==> src/sv/dsac_pkg.sv <==
// Shared types and codes for the depth-sorted alpha compositor.
// Holds the sample kind codes and the controller/datapath command and status bundles.
// No dependencies.
`timescale 1ns / 1ps

package dsac_pkg;

  // Sample kind carried on the input tuser bit
  localparam logic CMD_BASE  = 1'b0;
  localparam logic CMD_LAYER = 1'b1;

  // Width of one 8-bit color channel
  localparam int unsigned CH_W = 8;

  // Commands from controller to datapath
  typedef struct packed {
    logic item_we;  // take the accepted beat into the pixel state
    logic mul_en;   // form the blend products for the head layer
    logic pop_en;   // round, update the running color, drop the head layer
    logic emit_en;  // load the result register and clear the pixel state
  } dsac_cmd_t;

  // Status from datapath to controller
  typedef struct packed {
    logic layers_empty;  // no kept layer left to blend
    logic out_free;      // result register can take a new pixel
  } dsac_status_t;

endpackage : dsac_pkg

==> src/sv/depth_sorted_alpha_compositor.sv <==
// Each pixel is a run of input beats: an optional base sample (tuser 0) then layer
// samples (tuser 1), closed by tlast. Base and layer beats are taken back to back; the
// layer is sorted into place on arrival. After the closing beat, input stalls while the
// shared blend unit walks the sorted store one layer at a time (product, round, advance).
// The result waits in an output register while the next pixel streams in; if the
// previous result is still unread when a new one is ready, the finished pixel holds
// until the register frees and input stays stalled meanwhile.
// Layers past MAX_LAYERS are dropped and flagged in tuser.
// Top level; depends on dsac_pkg, dsac_ctrl and dsac_datapath.
`timescale 1ns / 1ps

module depth_sorted_alpha_compositor #(
  parameter int unsigned MAX_LAYERS = 8,
  parameter int unsigned DEPTH_BITS = 24
) (
  input  logic clk_i,
  input  logic rst_ni,
  // tdata from bit 0: sample_depth, sample_red, sample_green, sample_blue,
  // sample_alpha, layer_key, zero fill to whole bytes
  input  logic [((DEPTH_BITS+64+7)/8)*8-1:0] s_axis_tdata,
  input  logic                               s_axis_tuser,  // cmd
  input  logic                               s_axis_tlast,  // last_item
  input  logic                               s_axis_tvalid,
  output logic                               s_axis_tready,
  // tdata from bit 0: out_red, out_green, out_blue
  output logic [23:0]                        m_axis_tdata,
  output logic                               m_axis_tuser,  // layers_dropped
  output logic                               m_axis_tvalid,
  input  logic                               m_axis_tready
);

  localparam int unsigned CH_W  = dsac_pkg::CH_W;
  localparam int unsigned R_LO  = DEPTH_BITS;
  localparam int unsigned G_LO  = R_LO + CH_W;
  localparam int unsigned B_LO  = G_LO + CH_W;
  localparam int unsigned A_LO  = B_LO + CH_W;
  localparam int unsigned K_LO  = A_LO + CH_W;

  dsac_pkg::dsac_cmd_t    cmd;
  dsac_pkg::dsac_status_t status;

  dsac_ctrl u_ctrl (
    .clk_i      (clk_i),
    .rst_ni     (rst_ni),
    .in_valid_i (s_axis_tvalid),
    .in_last_i  (s_axis_tlast),
    .in_ready_o (s_axis_tready),
    .status_i   (status),
    .cmd_o      (cmd)
  );

  dsac_datapath #(
    .MAX_LAYERS (MAX_LAYERS),
    .DEPTH_BITS (DEPTH_BITS)
  ) u_datapath (
    .clk_i         (clk_i),
    .rst_ni        (rst_ni),
    .cmd_i         (cmd),
    .status_o      (status),
    .kind_i        (s_axis_tuser),
    .depth_i       (s_axis_tdata[DEPTH_BITS-1:0]),
    .red_i         (s_axis_tdata[R_LO +: CH_W]),
    .green_i       (s_axis_tdata[G_LO +: CH_W]),
    .blue_i        (s_axis_tdata[B_LO +: CH_W]),
    .alpha_i       (s_axis_tdata[A_LO +: CH_W]),
    .key_i         (s_axis_tdata[K_LO +: 32]),
    .out_valid_o   (m_axis_tvalid),
    .out_ready_i   (m_axis_tready),
    .out_rgb_o     (m_axis_tdata),
    .out_dropped_o (m_axis_tuser)
  );

endmodule : depth_sorted_alpha_compositor

==> src/sv/dsac_ctrl.sv <==
// Controller for the depth-sorted alpha compositor.
// Sequences item intake, the per-layer blend walk and the result hand-off.
// Depends on dsac_pkg.
`timescale 1ns / 1ps

module dsac_ctrl (
  input  logic                  clk_i,
  input  logic                  rst_ni,
  input  logic                  in_valid_i,
  input  logic                  in_last_i,
  output logic                  in_ready_o,
  input  dsac_pkg::dsac_status_t status_i,
  output dsac_pkg::dsac_cmd_t    cmd_o
);

  typedef enum logic [4:0] {
    S_IDLE = 5'b00001,
    S_WALK = 5'b00010,
    S_MUL  = 5'b00100,
    S_RND  = 5'b01000,
    S_EMIT = 5'b10000
  } state_e;

  state_e state_q, state_d;
  logic   accept;

  assign in_ready_o = (state_q == S_IDLE);
  assign accept     = in_valid_i && in_ready_o;

  // Next state and datapath commands
  always_comb begin
    state_d       = state_q;
    cmd_o         = '0;
    cmd_o.item_we = accept;
    unique case (state_q)
      S_IDLE: begin
        if (accept && in_last_i) begin
          state_d = S_WALK;
        end
      end
      S_WALK: begin
        state_d = status_i.layers_empty ? S_EMIT : S_MUL;
      end
      S_MUL: begin
        cmd_o.mul_en = 1'b1;
        state_d      = S_RND;
      end
      S_RND: begin
        cmd_o.pop_en = 1'b1;
        state_d      = S_WALK;
      end
      S_EMIT: begin
        if (status_i.out_free) begin
          cmd_o.emit_en = 1'b1;
          state_d       = S_IDLE;
        end
      end
      default: begin
        state_d = S_IDLE;
      end
    endcase
  end

  // Hold state
  always_ff @(posedge clk_i or negedge rst_ni) begin
    if (!rst_ni) begin
      state_q <= S_IDLE;
    end else begin
      state_q <= state_d;
    end
  end

endmodule : dsac_ctrl

==> src/sv/dsac_datapath.sv <==
// Datapath for the depth-sorted alpha compositor.
// Holds the base sample, a sorted insertion array of kept layers, the blend unit
// and the result register. Depends on dsac_pkg.
`timescale 1ns / 1ps

module dsac_datapath #(
  parameter int unsigned MAX_LAYERS = 8,
  parameter int unsigned DEPTH_BITS = 24
) (
  input  logic                              clk_i,
  input  logic                              rst_ni,
  input  dsac_pkg::dsac_cmd_t               cmd_i,
  output dsac_pkg::dsac_status_t            status_o,
  input  logic                              kind_i,
  input  logic [DEPTH_BITS-1:0]             depth_i,
  input  logic [dsac_pkg::CH_W-1:0]         red_i,
  input  logic [dsac_pkg::CH_W-1:0]         green_i,
  input  logic [dsac_pkg::CH_W-1:0]         blue_i,
  input  logic [dsac_pkg::CH_W-1:0]         alpha_i,
  input  logic [31:0]                       key_i,
  output logic                              out_valid_o,
  input  logic                              out_ready_i,
  output logic [3*dsac_pkg::CH_W-1:0]       out_rgb_o,
  output logic                              out_dropped_o
);

  localparam int unsigned CNT_W = $clog2(MAX_LAYERS + 1);
  localparam int unsigned CH_W  = dsac_pkg::CH_W;
  localparam int unsigned COL_W = 4 * CH_W;
  localparam int unsigned PRD_W = 2 * CH_W;
  localparam logic [DEPTH_BITS-1:0] FAR_DEPTH = '1;
  localparam logic [CH_W-1:0]       CH_MAX    = '1;

  // round(n / 255) for n up to 255*255, exact with no halfway cases
  function automatic logic [CH_W-1:0] div255_round(input logic [PRD_W-1:0] n);
    logic [PRD_W:0] t;
    logic [PRD_W:0] s;
    t = {1'b0, n} + (PRD_W+1)'(128);
    s = t + (t >> CH_W);
    return s[PRD_W-1:CH_W];
  endfunction

  // Pixel state
  logic [CH_W-1:0]       base_r_q, base_g_q, base_b_q;
  logic [DEPTH_BITS-1:0] base_depth_q;
  logic [CNT_W-1:0]      count_q;
  logic                  overflow_q;

  // Kept layers, entry 0 blends first
  logic [DEPTH_BITS-1:0] dep_q [MAX_LAYERS];
  logic [DEPTH_BITS-1:0] dep_d [MAX_LAYERS];
  logic [31:0]           key_q [MAX_LAYERS];
  logic [31:0]           key_d [MAX_LAYERS];
  logic [COL_W-1:0]      col_q [MAX_LAYERS];
  logic [COL_W-1:0]      col_d [MAX_LAYERS];

  logic [MAX_LAYERS-1:0] stay;
  logic                  qualifies;
  logic                  store_full;
  logic                  do_insert;
  logic                  do_drop;
  logic                  take_base;

  // Blend products
  logic [PRD_W-1:0] prod_r_q, prod_g_q, prod_b_q;
  logic [CH_W-1:0]  head_a, head_ia;

  // Result register
  logic                 out_valid_q;
  logic [3*CH_W-1:0]    out_rgb_q;
  logic                 out_drop_q;

  assign qualifies  = (depth_i < base_depth_q) && (depth_i < FAR_DEPTH);
  assign store_full = (count_q == CNT_W'(MAX_LAYERS));
  assign take_base  = cmd_i.item_we && (kind_i == dsac_pkg::CMD_BASE);
  assign do_insert  = cmd_i.item_we && (kind_i == dsac_pkg::CMD_LAYER) && qualifies &&
                      !store_full;
  assign do_drop    = cmd_i.item_we && (kind_i == dsac_pkg::CMD_LAYER) && qualifies &&
                      store_full;

  // Mark entries that stay ahead of the new layer
  always_comb begin
    for (int i = 0; i < MAX_LAYERS; i++) begin
      stay[i] = (CNT_W'(i) < count_q) &&
                !((depth_i > dep_q[i]) || ((depth_i == dep_q[i]) && (key_i < key_q[i])));
    end
  end

  // Next array contents: insert, pop or hold
  always_comb begin
    for (int i = 0; i < MAX_LAYERS; i++) begin
      dep_d[i] = dep_q[i];
      key_d[i] = key_q[i];
      col_d[i] = col_q[i];
    end
    if (do_insert) begin
      if (!stay[0]) begin
        dep_d[0] = depth_i;
        key_d[0] = key_i;
        col_d[0] = {red_i, green_i, blue_i, alpha_i};
      end
      for (int i = 1; i < MAX_LAYERS; i++) begin
        if (!stay[i]) begin
          if (stay[i-1]) begin
            dep_d[i] = depth_i;
            key_d[i] = key_i;
            col_d[i] = {red_i, green_i, blue_i, alpha_i};
          end else begin
            dep_d[i] = dep_q[i-1];
            key_d[i] = key_q[i-1];
            col_d[i] = col_q[i-1];
          end
        end
      end
    end else if (cmd_i.pop_en) begin
      for (int i = 0; i + 1 < MAX_LAYERS; i++) begin
        dep_d[i] = dep_q[i+1];
        key_d[i] = key_q[i+1];
        col_d[i] = col_q[i+1];
      end
    end
  end

  // Hold the layer array
  always_ff @(posedge clk_i) begin
    for (int i = 0; i < MAX_LAYERS; i++) begin
      dep_q[i] <= dep_d[i];
      key_q[i] <= key_d[i];
      col_q[i] <= col_d[i];
    end
  end

  // Form c*a + o*(255-a) for the head layer
  assign head_a  = col_q[0][CH_W-1:0];
  assign head_ia = CH_MAX - head_a;

  always_ff @(posedge clk_i) begin
    if (cmd_i.mul_en) begin
      prod_r_q <= col_q[0][4*CH_W-1:3*CH_W] * head_a + base_r_q * head_ia;
      prod_g_q <= col_q[0][3*CH_W-1:2*CH_W] * head_a + base_g_q * head_ia;
      prod_b_q <= col_q[0][2*CH_W-1:CH_W]   * head_a + base_b_q * head_ia;
    end
  end

  // Pixel state: base load, blend update, layer count, clear after emit
  always_ff @(posedge clk_i or negedge rst_ni) begin
    if (!rst_ni) begin
      base_r_q     <= '0;
      base_g_q     <= '0;
      base_b_q     <= '0;
      base_depth_q <= FAR_DEPTH;
      count_q      <= '0;
      overflow_q   <= 1'b0;
    end else if (cmd_i.emit_en) begin
      base_r_q     <= '0;
      base_g_q     <= '0;
      base_b_q     <= '0;
      base_depth_q <= FAR_DEPTH;
      count_q      <= '0;
      overflow_q   <= 1'b0;
    end else if (take_base) begin
      base_r_q     <= red_i;
      base_g_q     <= green_i;
      base_b_q     <= blue_i;
      base_depth_q <= depth_i;
      count_q      <= '0;
      overflow_q   <= 1'b0;
    end else if (do_insert) begin
      count_q <= count_q + CNT_W'(1);
    end else if (do_drop) begin
      overflow_q <= 1'b1;
    end else if (cmd_i.pop_en) begin
      base_r_q <= div255_round(prod_r_q);
      base_g_q <= div255_round(prod_g_q);
      base_b_q <= div255_round(prod_b_q);
      count_q  <= count_q - CNT_W'(1);
    end
  end

  // Result register, freed when the beat is taken
  always_ff @(posedge clk_i or negedge rst_ni) begin
    if (!rst_ni) begin
      out_valid_q <= 1'b0;
    end else if (cmd_i.emit_en) begin
      out_valid_q <= 1'b1;
    end else if (out_ready_i) begin
      out_valid_q <= 1'b0;
    end
  end

  always_ff @(posedge clk_i) begin
    if (cmd_i.emit_en) begin
      out_rgb_q  <= {base_b_q, base_g_q, base_r_q};
      out_drop_q <= overflow_q;
    end
  end

  assign out_valid_o           = out_valid_q;
  assign out_rgb_o             = out_rgb_q;
  assign out_dropped_o         = out_drop_q;
  assign status_o.layers_empty = (count_q == '0);
  assign status_o.out_free     = !out_valid_q || out_ready_i;

endmodule : dsac_datapath
==> config.mk <==
export PLATFORM = sky130hd
export DESIGN_NAME = depth_sorted_alpha_compositor
export DESIGN_NICKNAME = d
export VERILOG_FILES = /design/src/sv/dsac_pkg.sv /design/src/sv/depth_sorted_alpha_compositor.sv /design/src/sv/dsac_ctrl.sv /design/src/sv/dsac_datapath.sv
export SDC_FILE = /design/constraint.sdc
export NUM_CORES = 2
export LEC_CHECK = 0
export BUFFER_PORTS_ARGS = -buffer_cell sky130_fd_sc_hd__clkbuf_2
export CORE_MARGIN = 4
export CORE_UTILIZATION = 50
export DETAILED_ROUTE_END_ITERATION = 16
export PLACE_DENSITY = 0.68
export SKIP_CTS_REPAIR_TIMING = 1
export SKIP_LAST_GASP = 1
export SLEW_MARGIN = 20
export SYNTH_ARGS = -nofsm -noshare
export SYNTH_HDL_FRONTEND = slang
export SYNTH_SLANG_ARGS = --single-unit
==> constraint.sdc <==
create_clock -name clk_i -period 9.4 [get_ports clk_i]
set_clock_uncertainty 0.1 [all_clocks]
set_input_delay 1.41 -clock clk_i [delete_from_list [all_inputs] [get_ports clk_i]]
set_output_delay 1.41 -clock clk_i [all_outputs]
set_load 0.05 [all_outputs]
* Word-level counts from Yosys, hierarchy flattened
Memories as Yosys holds them, arrays and structs flattened. Index checks and enable logic that the tools add are counted.
Storage, ports and cells: memory bits (writable) 704, word-level logic and storage cells 223, memories 3, output and inout port bits 27, register bits after elaboration 132
Operators by class: equality and inequality tests 19, bitwise operators 1, reductions and logical operators 53, $add $sub $neg 12, muxes and demuxes 90, multiply operators 6, order comparisons 26
Memory list:
- u_datapath.col_q | words 8, width 32, read ports 8, clocked after Yosys merged registers in 0, write ports 8, line dsac_datapath.sv:54 | logic [COL_W-1:0] col_q [MAX_LAYERS];
- u_datapath.key_q | words 8, width 32, read ports 8, clocked after Yosys merged registers in 0, write ports 8, line dsac_datapath.sv:52 | logic [31:0] key_q [MAX_LAYERS];
- u_datapath.dep_q | words 8, width 24, read ports 8, clocked after Yosys merged registers in 0, write ports 8, line dsac_datapath.sv:50 | logic [DEPTH_BITS-1:0] dep_q [MAX_LAYERS];
Operator list (count):
- two-way mux 32 bit | 32
- two-way mux 224 bit | 4
- two-way mux 24 bit | 18
- two-way mux 168 bit | 2
- less-than comparator 32 bit | 8
- == test 24 bit | 8
- > comparator 24 bit | 8
- two-way mux 8 bit | 15
- multiplier 8 x 8 -> 16 bit | 6
- adder 16 x 8 -> 17 bit (second input constant) | 3
- adder 16 bit | 3
- adder 16 x 9 -> 16 bit | 3
- case mux 5 bit (5 select lines) | 1
- logical AND 1 bit | 24
- less-than comparator 24 bit | 1
- less-than comparator 24 bit (second input constant) | 1
- two-way mux 4 bit | 5
- less-than comparator 3 x 4 -> 1 bit (first input constant) | 4
- two-way mux 5 bit | 3
- zero test 1 bit | 10
- two-way mux 1 bit | 10
- logical OR 1 bit | 9
- less-than comparator 1 x 4 -> 1 bit (first input constant) | 2
- less-than comparator 2 x 4 -> 1 bit (first input constant) | 2
- 19 further kinds | 25

* Depth between registers and ports, before layout
depth in word-level cells 9, depth in mapped cells 23, gate-level depth less buffers 21

* Modules after synthesis
From an unflattened synthesis, not the netlist that was laid out.
Second synthesis, totals: cell total of the unflattened synthesis 6242, area, all modules 64071.4 µm²
By module, submodules not included:
- dsac_datapath | area an instance 63767.4 µm², instances 1, cells each 6211, sequential area each 24713.7 µm²
- dsac_ctrl | area an instance 304.0 µm², instances 1, cells each 31, sequential area each 126.4 µm²

* Least setup slack after synthesis
Ideal clock, no wire load.
kind input port to flip-flop, start point in s_axis_tdata[11], end point mem u_datapath.col_q[0][32] (netlist bit), enable pin, arrival 9.880 ns, setup slack -1.236 ns, data required time 8.644 ns, setup time 0.656 ns, cell stages on the path 12, cells stage by stage ha_1 -> nand2_1 -> or4_1 -> nor3_1 -> nand2_1 -> a2111oi_0 -> o221ai_1 -> and2_1 -> clkbuf_1 -> buf_2 -> buf_2 -> o21ai_0
RTL lines:
- start: declaration | line depth_sorted_alpha_compositor.sv:20 | input logic [((DEPTH_BITS+64+7)/8)*8-1:0] s_axis_tdata,
- end: declaration | line dsac_datapath.sv:54

==> impl_metrics.ini <==
[global_routing]
overflow = 0
grt_pass1_vias = 49960
grt_pass1_wl_um = 295900
grt_max_degree = 219
gr-usage-all-layers = 0.2800
antenna_found_initial = 22

[logic_synthesis]
syn_inst = 6562
synth-edff-count = 777
synth_largest_area_cell = edfxtp_1
ys.flop_type = edfxtp_1
ys_ff_latch = 836
synthDistinctLibCells = 68
synth_common_cells = 904 x inv_1, 790 x nand2_1, 777 x edfxtp_1
synth-seq-area-share = 0.3866
synth.most_common_cell = inv_1
synth-async-reset-ratio = 0.07057
synth_area_leaders = edfxtp_1 36%, ha_1 13%, fa_1 9.0%, inv_1 5.3%, nand2_1 4.6%
ys.warnings.count = 0
synth.avg_cell_area_um2 = 9.792
syn_area_mm2 = 0.06425
synth_top_area_frac = 0.3631

[die]
rows = 131
initial_core_util = 0.5039
chipWidth_um = 366.5
ios = 121
core-area_mm2 = 0.1275
die-area_mm2 = 0.1343
fp.dieH_um = 366.5

[drt]
viasPerCell = 6.112
vias = 50450
post_drt_wl_per_cell_um = 23.29
ant_nets = 0
routed_wl_um = 192300
dr.pass1.iters = 6
drtIter0Drc = 5700
drc = 0

[placed_design]
portBuffers = 120
place_ws_ns = 2.503
place.gp.congestion = 0.9159
dp_hpwl_um = 126500

[pwr]
ir_drop_mv = 0.7761
power_leakage_nw = 30.54
power.density_mw_per_mm2 = 351.7

[cts]
cts_buffers = 95
path_clk_slew_ns = 0.06
numClockSinks = 836
cts_tree = yes
cts-root-buf = clkbuf_16
clock_latency_ns = 0.69
htreeDepth = 3
cts_buffer_depth = 3

[critical_path]
end_kind = flip-flop
r2r-start = u_datapath.col_q[0][5]
reg2reg_depth = 20
path_max_fanout = 25
cp.required_ns = 9.73
worstPathArrival_ns = 7.29
criticalPathCategory = reg2reg
worst-r2r-setup-slack_ns = 2.44
worstReg2RegEnd = u_datapath.prod_r_q[14]
cp-start-kind = flip-flop

[timing]
finalSetupTns_ns = 0
hold_viol_final = 0
period_needed_ns = 6.961
setup_viol = 0
period_share = 0.7406
fmax_mhz = 143.7
slew_headroom = 0.1855
slew_violations = 0
worst_slew_pin_slew_ns = 1.211
timing.final.ws_setup_ns = 2.439
rsz0062_at_grt = false

[cells_and_area]
area_growth_syn_to_layout_pct = 8.227
fill_cells = 11270
multiInputGateArea_mm2 = 0.03489
seq_area_mm2 = 0.02484
layout.nets = 7557
drive_gt1_frac = 0.07073

[run]
maxCapViolCount = 0

[hold_path]
min_to = u_datapath.out_dropped_o
min_path_type = reg2reg
hold_path_depth = 0
min_from = u_datapath.overflow_q

[status]
status = finished clean
[cell usage in the layout, fill, tap and decap left out, drive strengths merged, types with 27 or more instances in the layout]
| master | instances |
|---|---|
| a211oi | 27 |
| a21o | 121 |
| a21oi | 405 |
| a22oi | 112 |
| and2 | 110 |
| buf | 65 |
| clkbuf | 244 |
| clkinv | 34 |
| dfrtp | 34 |
| edfxtp | 777 |
| fa | 288 |
| ha | 679 |
| inv | 908 |
| mux2 | 93 |
| mux2i | 177 |
| nand2 | 790 |
| nand2b | 74 |
| nand3 | 238 |
| nand4 | 78 |
| nor2 | 175 |
| nor2b | 152 |
| nor3 | 38 |
| o211ai | 217 |
| o21ai | 420 |
| xnor2 | 51 |
| xor2 | 28 |
[worst max-delay path: stages (launching register included)]
cell and delay (ns):
edfxtp_1 1.07, buf_4 0.38, nand2_1 0.10, fa_1 0.53
inv_1 0.05, fa_1 0.51, fa_1 0.52, inv_1 0.05
fa_1 0.47, fa_1 0.54, fa_1 0.55, inv_1 0.04
ha_1 0.33, inv_1 0.08, o21ai_0 0.08, and2_1 0.17
o311a_1 0.31, o21a_1 0.19, o21a_1 0.18, o41a_1 0.32
xor2_1 0.15
[per-stage QoR]
step                std cells  power [mW]  hold WS, ns  utilization  instance area (um^2)
CTS                      8234       24.59       0.3667       0.5446                 69450
detailed placement       8059       20.64       0.3529       0.5203                 66350
global placement         8059       20.32       0.3458       0.5203                 66340
finish                   8254       24.46       0.3659       0.5453                 69540
floorplan                6564       17.31       0.3256            -                 64260
global route             8247       26.81       0.3986       0.5452                 69520
[power by group]
part	internal (mW)	switching, mW	total, mW
Combinational	6.26	8.51	14.8
Sequential	5.46	0.392	5.85
Clock	2.21	1.62	3.84
Total	13.9	10.5	24.5
[cell type report]
| class | count | share of cell area |
|---|---|---|
| Multi-Input combinational cell | 4474 | 0.5017 |
| Clock inverter | 50 | 0.007845 |
| Inverter | 905 | 0.04885 |
| Clock buffer | 125 | 0.03671 |
| Tap cell | 1662 | 0.02990 |
| Antenna cell | 18 | 0.0006477 |
| Timing Repair Buffer | 184 | 0.01711 |
| Sequential cell | 836 | 0.3572 |
[state kept, by name, indices dropped and copies added, names as in the netlist]
name / flops
u_datapath.col_q: 256
u_datapath.key_q: 256
u_datapath.dep_q: 192
u_datapath.base_depth_q: 24
u_datapath.out_rgb_o: 24
u_datapath.prod_b_q: 16
u_datapath.prod_g_q: 16
u_datapath.prod_r_q: 16
u_datapath.base_b_q: 8
u_datapath.base_g_q: 8
u_datapath.base_r_q: 8
u_ctrl.state_q: 5
u_datapath.count_q: 4
u_datapath.out_dropped_o: 1
u_datapath.out_valid_o: 1
u_datapath.overflow_q: 1
[per-layer routing]
layer	vias to the layer above	track usage	share of wire	routed length [um]
met5	-	0	0.00012	23
met4	4	0.09700	0.032	6102
met3	359	0.04293	0.090	17240
met2	2439	0.4409	0.45	86910
met1	24900	0.3954	0.43	81970
li1	22750	-	-	-
[worst max-delay path by stage]
stage	start	endpoint	cells past startpoint
finish	u_datapath.col_q[0][5]	u_datapath.prod_r_q[14]	20
global route	u_datapath.col_q[0][5]	u_datapath.prod_r_q[14]	20
CTS	u_datapath.col_q[0][5]	u_datapath.prod_r_q[14]	20
detailed placement	u_datapath.col_q[0][5]	u_datapath.prod_r_q[14]	20
global placement	u_datapath.col_q[0][5]	u_datapath.prod_r_q[14]	20
floorplan	s_axis_tdata[2]	u_datapath.col_q[1][100]	12
[cell families (layout without fill, tap and decap cells)]
| family | count (synthesis) | after routing | share of synthesized area |
|---|---|---|---|
| compound gates | 1426 | 1426 | 0.1360 |
| simple gates | 1729 | 1729 | 0.1266 |
| fa+ha+maj | 967 | 967 | 0.2220 |
| flops | 836 | 836 | 0.3866 |
| mux | 270 | 270 | 0.04387 |
| xor+xnor | 79 | 79 | 0.01077 |
| buf+inv | 1254 | 1264 | 0.07413 |
| other cells | 1 | 21 | 0.00005836 |
No activity file was read; power rests on OpenSTA's default activity.
